[config.mk]
export PLATFORM = sky130hd
export DESIGN_NAME = minimum_jerk_joint_interpolator_unit
export DESIGN_NICKNAME = d
export VERILOG_FILES = /design/src/mjji_pkg.sv /design/src/mjji_mul.sv /design/src/minimum_jerk_joint_interpolator_unit.sv
export SDC_FILE = /design/constraint.sdc
export NUM_CORES = 2
export LEC_CHECK = 0
export ABC_AREA = 0
export BUFFER_PORTS_ARGS = -buffer_cell sky130_fd_sc_hd__buf_2
export CORE_ASPECT_RATIO = 1.1
export CORE_UTILIZATION = 60
export DETAILED_ROUTE_END_ITERATION = 7
export GPL_TIMING_DRIVEN = 0
export PLACE_DENSITY_LB_ADDON = 0.3
export SYNTH_ARGS = -nofsm -noshare
export SYNTH_HDL_FRONTEND = slang
export SYNTH_HIERARCHICAL = 1
export SYNTH_SLANG_ARGS = --single-unit
export TNS_END_PERCENT = 30
[constraint.sdc]
create_clock -name clk -period 15.8 [get_ports clk]
set_input_delay 3.95 -clock clk [delete_from_list [all_inputs] [get_ports clk]]
set_output_delay 3.95 -clock clk [all_outputs]
set_load 0.03 [all_outputs]
[src/mjji_pkg.sv]
// Shared constants and types for the minimum-jerk joint interpolator.
// No dependencies; imported by mjji_mul and the top level.
package mjji_pkg;

  // item fields
  localparam int JOINTS    = 8;               // joints driven
  localparam int NUM_LANES = 8;               // joint lanes carried on the stream
  localparam int POS_BITS  = 16;              // signed Q2.13 angle
  localparam int DATA_W    = NUM_LANES * POS_BITS;
  localparam int STEP_W    = 10;              // step counter and step count
  localparam int DIFF_W    = POS_BITS + 1;    // goal minus start
  localparam int JW        = (JOINTS > 1) ? $clog2(JOINTS) : 1;

  // blend factor: unsigned Q1.30
  localparam int SFRAC  = 30;
  localparam int QUO_W  = SFRAC + 1;
  localparam int CNT_W  = 5;
  localparam int RAT_W  = 50;                 // numerator and N^5
  localparam int POLY_W = 25;

  // shared multiplier
  localparam int MA_W = 41;
  localparam int MB_W = 25;
  localparam int P_W  = MA_W + MB_W;

  // item kinds on tuser[0]
  localparam logic MODE_BEGIN = 1'b0;
  localparam logic MODE_TICK  = 1'b1;

  // configuration register indexes
  localparam logic REG_TRANSITION = 1'b0;
  localparam logic REG_CLOSING    = 1'b1;

  localparam logic [STEP_W-1:0] STEPS_RESET = STEP_W'(100);

  typedef struct packed {
    logic signed [MA_W-1:0] a;
    logic signed [MB_W-1:0] b;
  } mul_op_t;

endpackage

[src/mjji_mul.sv]
// Shared signed multiplier with a registered product.
// Depends on mjji_pkg for operand widths and the operand struct.
module mjji_mul
  import mjji_pkg::*;
(
  input  logic                  clk,
  input  mul_op_t               op,
  output logic signed [P_W-1:0] p
);

  // one product per cycle, no reset on the datapath
  always_ff @(posedge clk) begin
    p <= op.a * op.b;
  end

endmodule

[src/minimum_jerk_joint_interpolator_unit.sv]
// Top level of the minimum-jerk joint interpolator: sequencer, posture store,
// restoring divider and output register. Depends on mjji_pkg and mjji_mul.
//
// A begin beat (tuser[0] = 0) gives no output unless the selected step count is
// zero, in which case the target goes to the output register with tlast set. A
// tick beat (tuser[0] = 1) that ends a move gives the goal posture with tlast.
// Any other tick beat during a move runs eight passes through the shared
// multiplier to form the blend numerator and N^5, a divider load, a 31-step
// restoring division for the Q1.30 blend factor, then a multiply state and an
// accumulate state per joint on the same multiplier, and an emit state that
// moves the point into the output register once it is free. s_axis_tready
// is high only while the sequencer is idle; a finished point may wait in the
// output register while the next beat is taken. Ticks outside a move are
// dropped. Configuration writes are always taken.
module minimum_jerk_joint_interpolator_unit
  import mjji_pkg::*;
(
  input  logic              clk,
  input  logic              rst,
  // slave stream
  input  logic              s_axis_tvalid,
  output logic              s_axis_tready,
  input  logic [DATA_W-1:0] s_axis_tdata,   // target_j0 .. target_j7, 16 bits each
  input  logic [1:0]        s_axis_tuser,   // mode, use_closing_time
  // master stream
  output logic              m_axis_tvalid,
  input  logic              m_axis_tready,
  output logic [DATA_W-1:0] m_axis_tdata,   // pos_j0 .. pos_j7, 16 bits each
  output logic              m_axis_tlast,
  // configuration writes
  input  logic              cfg_valid,
  output logic              cfg_ready,
  input  logic [0:0]        cfg_index,
  input  logic [STEP_W-1:0] cfg_data
);

  typedef enum logic [3:0] {
    ST_IDLE, ST_PA, ST_PB, ST_PC, ST_PD, ST_PE, ST_PF, ST_PG, ST_PH,
    ST_DLD, ST_DIV, ST_JMUL, ST_JACC, ST_EMIT
  } state_t;

  localparam logic [P_W-1:0] RND_HALF = {{(P_W-SFRAC){1'b0}}, 1'b1, {(SFRAC-1){1'b0}}};

  state_t state;

  logic [STEP_W-1:0] transition_steps;
  logic [STEP_W-1:0] closing_steps;

  logic signed [POS_BITS-1:0] start_pos [JOINTS];
  logic signed [POS_BITS-1:0] goal_pos  [JOINTS];
  logic signed [POS_BITS-1:0] res_pos   [JOINTS];
  logic signed [POS_BITS-1:0] out_pos   [JOINTS];
  logic                       res_last;
  logic                       moving;
  logic [STEP_W-1:0]          k;
  logic [STEP_W-1:0]          n_reg;

  logic signed [POLY_W-1:0] poly;
  logic [RAT_W-1:0]         num;
  logic [RAT_W-1:0]         den;
  logic [RAT_W:0]           rem;
  logic [QUO_W-1:0]         quo;
  logic [CNT_W-1:0]         cnt;
  logic [JW-1:0]            jidx;

  mul_op_t               op;
  logic signed [P_W-1:0] p;

  logic signed [POS_BITS-1:0] target [JOINTS];
  logic [STEP_W-1:0]          sel_n;
  logic [STEP_W-1:0]          tick_k;
  logic                       accept;
  logic [15:0]                ten_n;
  logic [15:0]                fifteen_k;
  logic [15:0]                lin;
  logic [15:0]                six_k;
  logic signed [POS_BITS-1:0] start_sel;
  logic signed [POS_BITS-1:0] goal_sel;
  logic signed [DIFF_W-1:0]   diff;
  logic [RAT_W:0]             trial;
  logic                       ge;
  logic signed [P_W-1:0]      rnd;
  logic signed [P_W-1:0]      scaled;
  logic signed [POS_BITS-1:0] blend_pos;

  mjji_mul u_mul (
    .clk (clk),
    .op  (op),
    .p   (p)
  );

  assign s_axis_tready = (state == ST_IDLE);
  assign cfg_ready     = 1'b1;
  assign accept        = s_axis_tvalid && s_axis_tready;

  // unpack targets, pack output lanes
  always_comb begin
    for (int j = 0; j < JOINTS; j++) begin
      target[j] = s_axis_tdata[j*POS_BITS +: POS_BITS];
    end
    m_axis_tdata = '0;
    for (int j = 0; j < JOINTS; j++) begin
      m_axis_tdata[j*POS_BITS +: POS_BITS] = out_pos[j];
    end
  end

  // step count selection and tick advance
  assign sel_n  = s_axis_tuser[1] ? closing_steps : transition_steps;
  assign tick_k = k + STEP_W'(1);

  // linear terms of the blend polynomial: 10N - 15k and 6k
  assign ten_n     = ({6'b0, n_reg} << 3) + ({6'b0, n_reg} << 1);
  assign fifteen_k = ({6'b0, k} << 4) - {6'b0, k};
  assign lin       = ten_n - fifteen_k;
  assign six_k     = ({6'b0, k} << 2) + ({6'b0, k} << 1);

  // per-joint operands and rounding
  assign start_sel = start_pos[jidx];
  assign goal_sel  = goal_pos[jidx];
  assign diff      = {goal_sel[POS_BITS-1], goal_sel} - {start_sel[POS_BITS-1], start_sel};
  assign rnd       = p + signed'(RND_HALF);
  assign scaled    = rnd >>> SFRAC;
  assign blend_pos = start_sel + scaled[POS_BITS-1:0];

  // divider step: the first step compares without a shift
  assign trial = (cnt == CNT_W'(SFRAC)) ? rem : {rem[RAT_W-1:0], 1'b0};
  assign ge    = (trial >= {1'b0, den});

  // shared multiplier operand selection
  always_comb begin
    op.a = '0;
    op.b = '0;
    unique case (state)
      ST_PA: begin
        op.a = {{(MA_W-STEP_W){1'b0}}, n_reg};
        op.b = {{(MB_W-16){lin[15]}}, lin};
      end
      ST_PB: begin
        op.a = {{(MA_W-STEP_W){1'b0}}, k};
        op.b = {{(MB_W-16){1'b0}}, six_k};
      end
      ST_PC: begin
        op.a = {{(MA_W-STEP_W){1'b0}}, k};
        op.b = {{(MB_W-STEP_W){1'b0}}, k};
      end
      ST_PD: begin
        op.a = p[MA_W-1:0];
        op.b = {{(MB_W-STEP_W){1'b0}}, k};
      end
      ST_PE: begin
        op.a = p[MA_W-1:0];
        op.b = poly;
      end
      ST_PF: begin
        op.a = {{(MA_W-STEP_W){1'b0}}, n_reg};
        op.b = {{(MB_W-STEP_W){1'b0}}, n_reg};
      end
      ST_PG: begin
        op.a = p[MA_W-1:0];
        op.b = p[MB_W-1:0];
      end
      ST_PH: begin
        op.a = p[MA_W-1:0];
        op.b = {{(MB_W-STEP_W){1'b0}}, n_reg};
      end
      ST_JMUL: begin
        op.a = {{(MA_W-QUO_W){1'b0}}, quo};
        op.b = {{(MB_W-DIFF_W){diff[DIFF_W-1]}}, diff};
      end
      default: begin
        op.a = '0;
        op.b = '0;
      end
    endcase
  end

  // configuration registers
  always_ff @(posedge clk) begin
    if (rst) begin
      transition_steps <= STEPS_RESET;
      closing_steps    <= STEPS_RESET;
    end else if (cfg_valid && cfg_ready) begin
      unique case (cfg_index)
        REG_TRANSITION: transition_steps <= cfg_data;
        REG_CLOSING:    closing_steps    <= cfg_data;
        default:        ;
      endcase
    end
  end

  // sequencer, posture store and output register
  always_ff @(posedge clk) begin
    if (rst) begin
      state         <= ST_IDLE;
      moving        <= 1'b0;
      k             <= '0;
      n_reg         <= '0;
      m_axis_tvalid <= 1'b0;
      for (int j = 0; j < JOINTS; j++) begin
        start_pos[j] <= '0;
        goal_pos[j]  <= '0;
      end
    end else begin
      // output beat taken; a point waiting in emit reloads the register below
      if (m_axis_tvalid && m_axis_tready && (state != ST_EMIT)) begin
        m_axis_tvalid <= 1'b0;
      end
      unique case (state)
        ST_IDLE: begin
          if (accept) begin
            if (s_axis_tuser[0] == MODE_BEGIN) begin
              k     <= '0;
              n_reg <= sel_n;
              for (int j = 0; j < JOINTS; j++) begin
                goal_pos[j] <= target[j];
              end
              if (sel_n == '0) begin
                // zero length: jump straight to the target
                moving   <= 1'b0;
                res_last <= 1'b1;
                for (int j = 0; j < JOINTS; j++) begin
                  start_pos[j] <= target[j];
                  res_pos[j]   <= target[j];
                end
                state <= ST_EMIT;
              end else begin
                moving <= 1'b1;
                for (int j = 0; j < JOINTS; j++) begin
                  start_pos[j] <= goal_pos[j];
                end
              end
            end else if (moving) begin
              if (tick_k >= n_reg) begin
                // final point is the goal itself
                k        <= n_reg;
                moving   <= 1'b0;
                res_last <= 1'b1;
                for (int j = 0; j < JOINTS; j++) begin
                  start_pos[j] <= goal_pos[j];
                  res_pos[j]   <= goal_pos[j];
                end
                state <= ST_EMIT;
              end else begin
                k     <= tick_k;
                state <= ST_PA;
              end
            end
          end
        end
        ST_PA: state <= ST_PB;
        ST_PB: begin
          poly  <= p[POLY_W-1:0];
          state <= ST_PC;
        end
        ST_PC: begin
          poly  <= poly + p[POLY_W-1:0];
          state <= ST_PD;
        end
        ST_PD: state <= ST_PE;
        ST_PE: state <= ST_PF;
        ST_PF: begin
          num   <= p[RAT_W-1:0];
          state <= ST_PG;
        end
        ST_PG: state <= ST_PH;
        ST_PH: state <= ST_DLD;
        ST_DLD: begin
          den   <= p[RAT_W-1:0];
          rem   <= {1'b0, num};
          quo   <= '0;
          cnt   <= CNT_W'(SFRAC);
          state <= ST_DIV;
        end
        ST_DIV: begin
          rem <= ge ? (trial - {1'b0, den}) : trial;
          quo <= {quo[QUO_W-2:0], ge};
          if (cnt == '0) begin
            jidx  <= '0;
            state <= ST_JMUL;
          end else begin
            cnt <= cnt - CNT_W'(1);
          end
        end
        ST_JMUL: state <= ST_JACC;
        ST_JACC: begin
          res_pos[jidx] <= blend_pos;
          if (jidx == JW'(JOINTS - 1)) begin
            res_last <= 1'b0;
            state    <= ST_EMIT;
          end else begin
            jidx  <= jidx + JW'(1);
            state <= ST_JMUL;
          end
        end
        ST_EMIT: begin
          if (!m_axis_tvalid || m_axis_tready) begin
            m_axis_tvalid <= 1'b1;
            m_axis_tlast  <= res_last;
            for (int j = 0; j < JOINTS; j++) begin
              out_pos[j] <= res_pos[j];
            end
            state <= ST_IDLE;
          end
        end
        default: state <= ST_IDLE;
      endcase
    end
  end

  // a running move never reaches its own length
  a_step_below_length: assert property (@(posedge clk) disable iff (rst)
    moving |-> (k < n_reg))
    else $error("step counter reached move length while moving");

  // at rest the counter is either cleared or parked at the move length
  a_rest_counter: assert property (@(posedge clk) disable iff (rst)
    !moving |-> ((k == '0) || (k == n_reg)))
    else $error("idle step counter out of place");

  // blend factor of an interior point stays below one
  a_blend_range: assert property (@(posedge clk) disable iff (rst)
    (state == ST_JMUL) |-> !quo[QUO_W-1])
    else $error("blend factor reached one on an interior step");

  // the arithmetic runs only for a tick taken during a move
  a_start_tick: assert property (@(posedge clk) disable iff (rst)
    (state == ST_IDLE) ##1 (state == ST_PA) |-> $past(s_axis_tuser[0] == MODE_TICK))
    else $error("interpolation started without a tick beat");

endmodule
==> metrics.txt <==
status=completed; vias in the first global route=~57k; total number of vias=between 50k and 60k; critical path's slowest cell=clkbuf_1; total power=8.027 mW; die area=around 0.12 mm2; VDD IR-drop max=about 0.0001 V; cell mode on critical path=fa_1; Setup Fix Bufs, Post-CTS=0; Final nets=slightly below 9k; io pins=approximately 280; Setup crit start kind=flip-flop; unrepaired setup endpoints after global routing=no; DRT Pass-1 Iters=7; CTS tree=done; Clock Sinks=approximately 830; Mean Syn Cell Area=around 10 um2; Final GP Congestion=~1.1; r2r endpoint=u_mul/p[48]; Global Route Usage Sum=0.4182; WS Path Type=flip-flop to flip-flop; Die Span Y=roughly 370 um; CTS Buffer Depth=3; PD cells=roughly 100 mW/mm2; cell count after synthesis=7112; Syn Nets=around 8.4k; Hold WS=0.4175 ns; number of port buffers=274; final setup vio count=0; initial antenna violation count=27; row count=between 100 and 150; Final Max Slew Viols=0; first-pass GRT wire length=between 300000 and 400000 um; CP arrival=around 15 ns; Synth-to-Final Area Change=9.741%; fmax=a little under 70 MHz; Finished Cell Area=0.07909 mm2; DPL Wire Length=between 200000 and 250000 um; minimum clock period=about 15 ns; # resized after CTS=0; Final ANT Viol Nets=0; grt total ovfl=0; Relative slew margins=0.1429; Avg Vias per Cell=6.200; Layout Skew=between 0.08 and 0.09 ns; CORE AREA=about 0.12 mm2; CP max stage delay=~0.84 ns; DR WL/cell=between 20 and 30 um; Post-Syn Area=between 0.07 and 0.08 mm2; largest net degree at the start of global routing=92; placed instance area=about 0.076 mm2; initial core utilization=0.6040; Worst-path clk slew=roughly 0.060 ns; Worst Reg-to-Reg Cells=40; number of synthesis warnings=6; Leakage Power=roughly 36 nW; routed wire length=253500 um; Setup TNS=0 ns; Worst-Margin Slew=1.286 ns; CTS root buf=clkbuf_16; Hold WC Path Type=flip-flop to flip-flop; r2r setup slk=between 1 and 1.5 ns; final hold vios=0; commonest non-fill, non-tap cell in the layout=nand2_1; crit path to=u_mul/p[48]; DRC Markers=0; Worst-Skew Late Latency=between 0.7 and 0.8 ns; max cap viols=0; DRT iter0 DRCs=7169; # hold bufs at CTS=0; die width=between 300 and 400 um; TritonCTS Buffers=88; Placement Setup Slack=approximately 1.4 ns; layout cells sized above 1=0.08854; most frequent cells in the layout=1175 x nand2_1, 977 x inv_1, 825 x fa_1; Max FO, Critical Path=10; H-tree depth=3; CP required=approximately 16 ns; fin crit share=0.9287; PnR worst setup slack=roughly 1.1 ns; CP Capture Type=flip-flop
==> how the worst min path moves through the flow <==
| stage | startpoint | to | slack [ns] | cells after the start |
|---|---|---|---|---|
| after detailed placement | res_pos[3][11] | out_pos[0][59] | 0.40 | 0 |
| after CTS | res_pos[6][11] | out_pos[1][43] | 0.42 | 0 |
| after global routing | res_pos[3][6] | out_pos[0][54] | 0.42 | 0 |
| after floorplan | res_last | m_axis_tlast | 0.40 | 0 |
| after global placement | res_pos[6][12] | out_pos[1][44] | 0.40 | 0 |
| final | res_pos[2][0] | out_pos[0][32] | 0.42 | 0 |
==> worst max-delay path: cells and delay by family (launching register included) <==
kind / cells / cell delay [ns]
AOI/OAI and AO/OA: 11 / 3.08
xor gates and xnor gates: 1 / 0.73
adders and majority gates: 10 / 4.67
buffers and inverters: 10 / 2.67
DFF: 1 / 0.31
muxes: 2 / 0.95
and+or+nand+nor: 6 / 2.04
==> report_power, final <==
group          internal, mW  total [mW]  switching (mW)
logic                 0.917        3.10            2.19
clock network          1.20        2.14           0.937
registers              2.61        2.79           0.171
==> metrics by stage <==
step / util / cells
floorplan: - / 7112
global placement: 0.6318 / 8938
detailed placement: 0.6376 / 8980
CTS: 0.6623 / 9140
global route: 0.6626 / 9150
finish: 0.6629 / 9165
==> final cells by class <==
type | count | area (um2)
repair buffers | 318 | 1927
flip-flops and latches | 828 | 23870
clock buffers | 112 | 2354
fillers | 9452 | 40220
diodes | 23 | 57.56
multi-input cells | 4896 | 42990
inverters | 979 | 3680
clock inverters | 48 | 595.6
well taps | 1552 | 1942
plain buffers | 409 | 1677
==> layer usage <==
metal / vias to the layer above / share of wire / GRT usage
met1: 28090 / 0.36 / 0.5266
met2: 3722 / 0.44 / 0.6466
met4: 20 / 0.069 / 0.2424
met5: - / 0.00058 / 0
li1: 24200 / - / -
met3: 804 / 0.12 / 0.1223
Power figures use the tool's default switching activity.
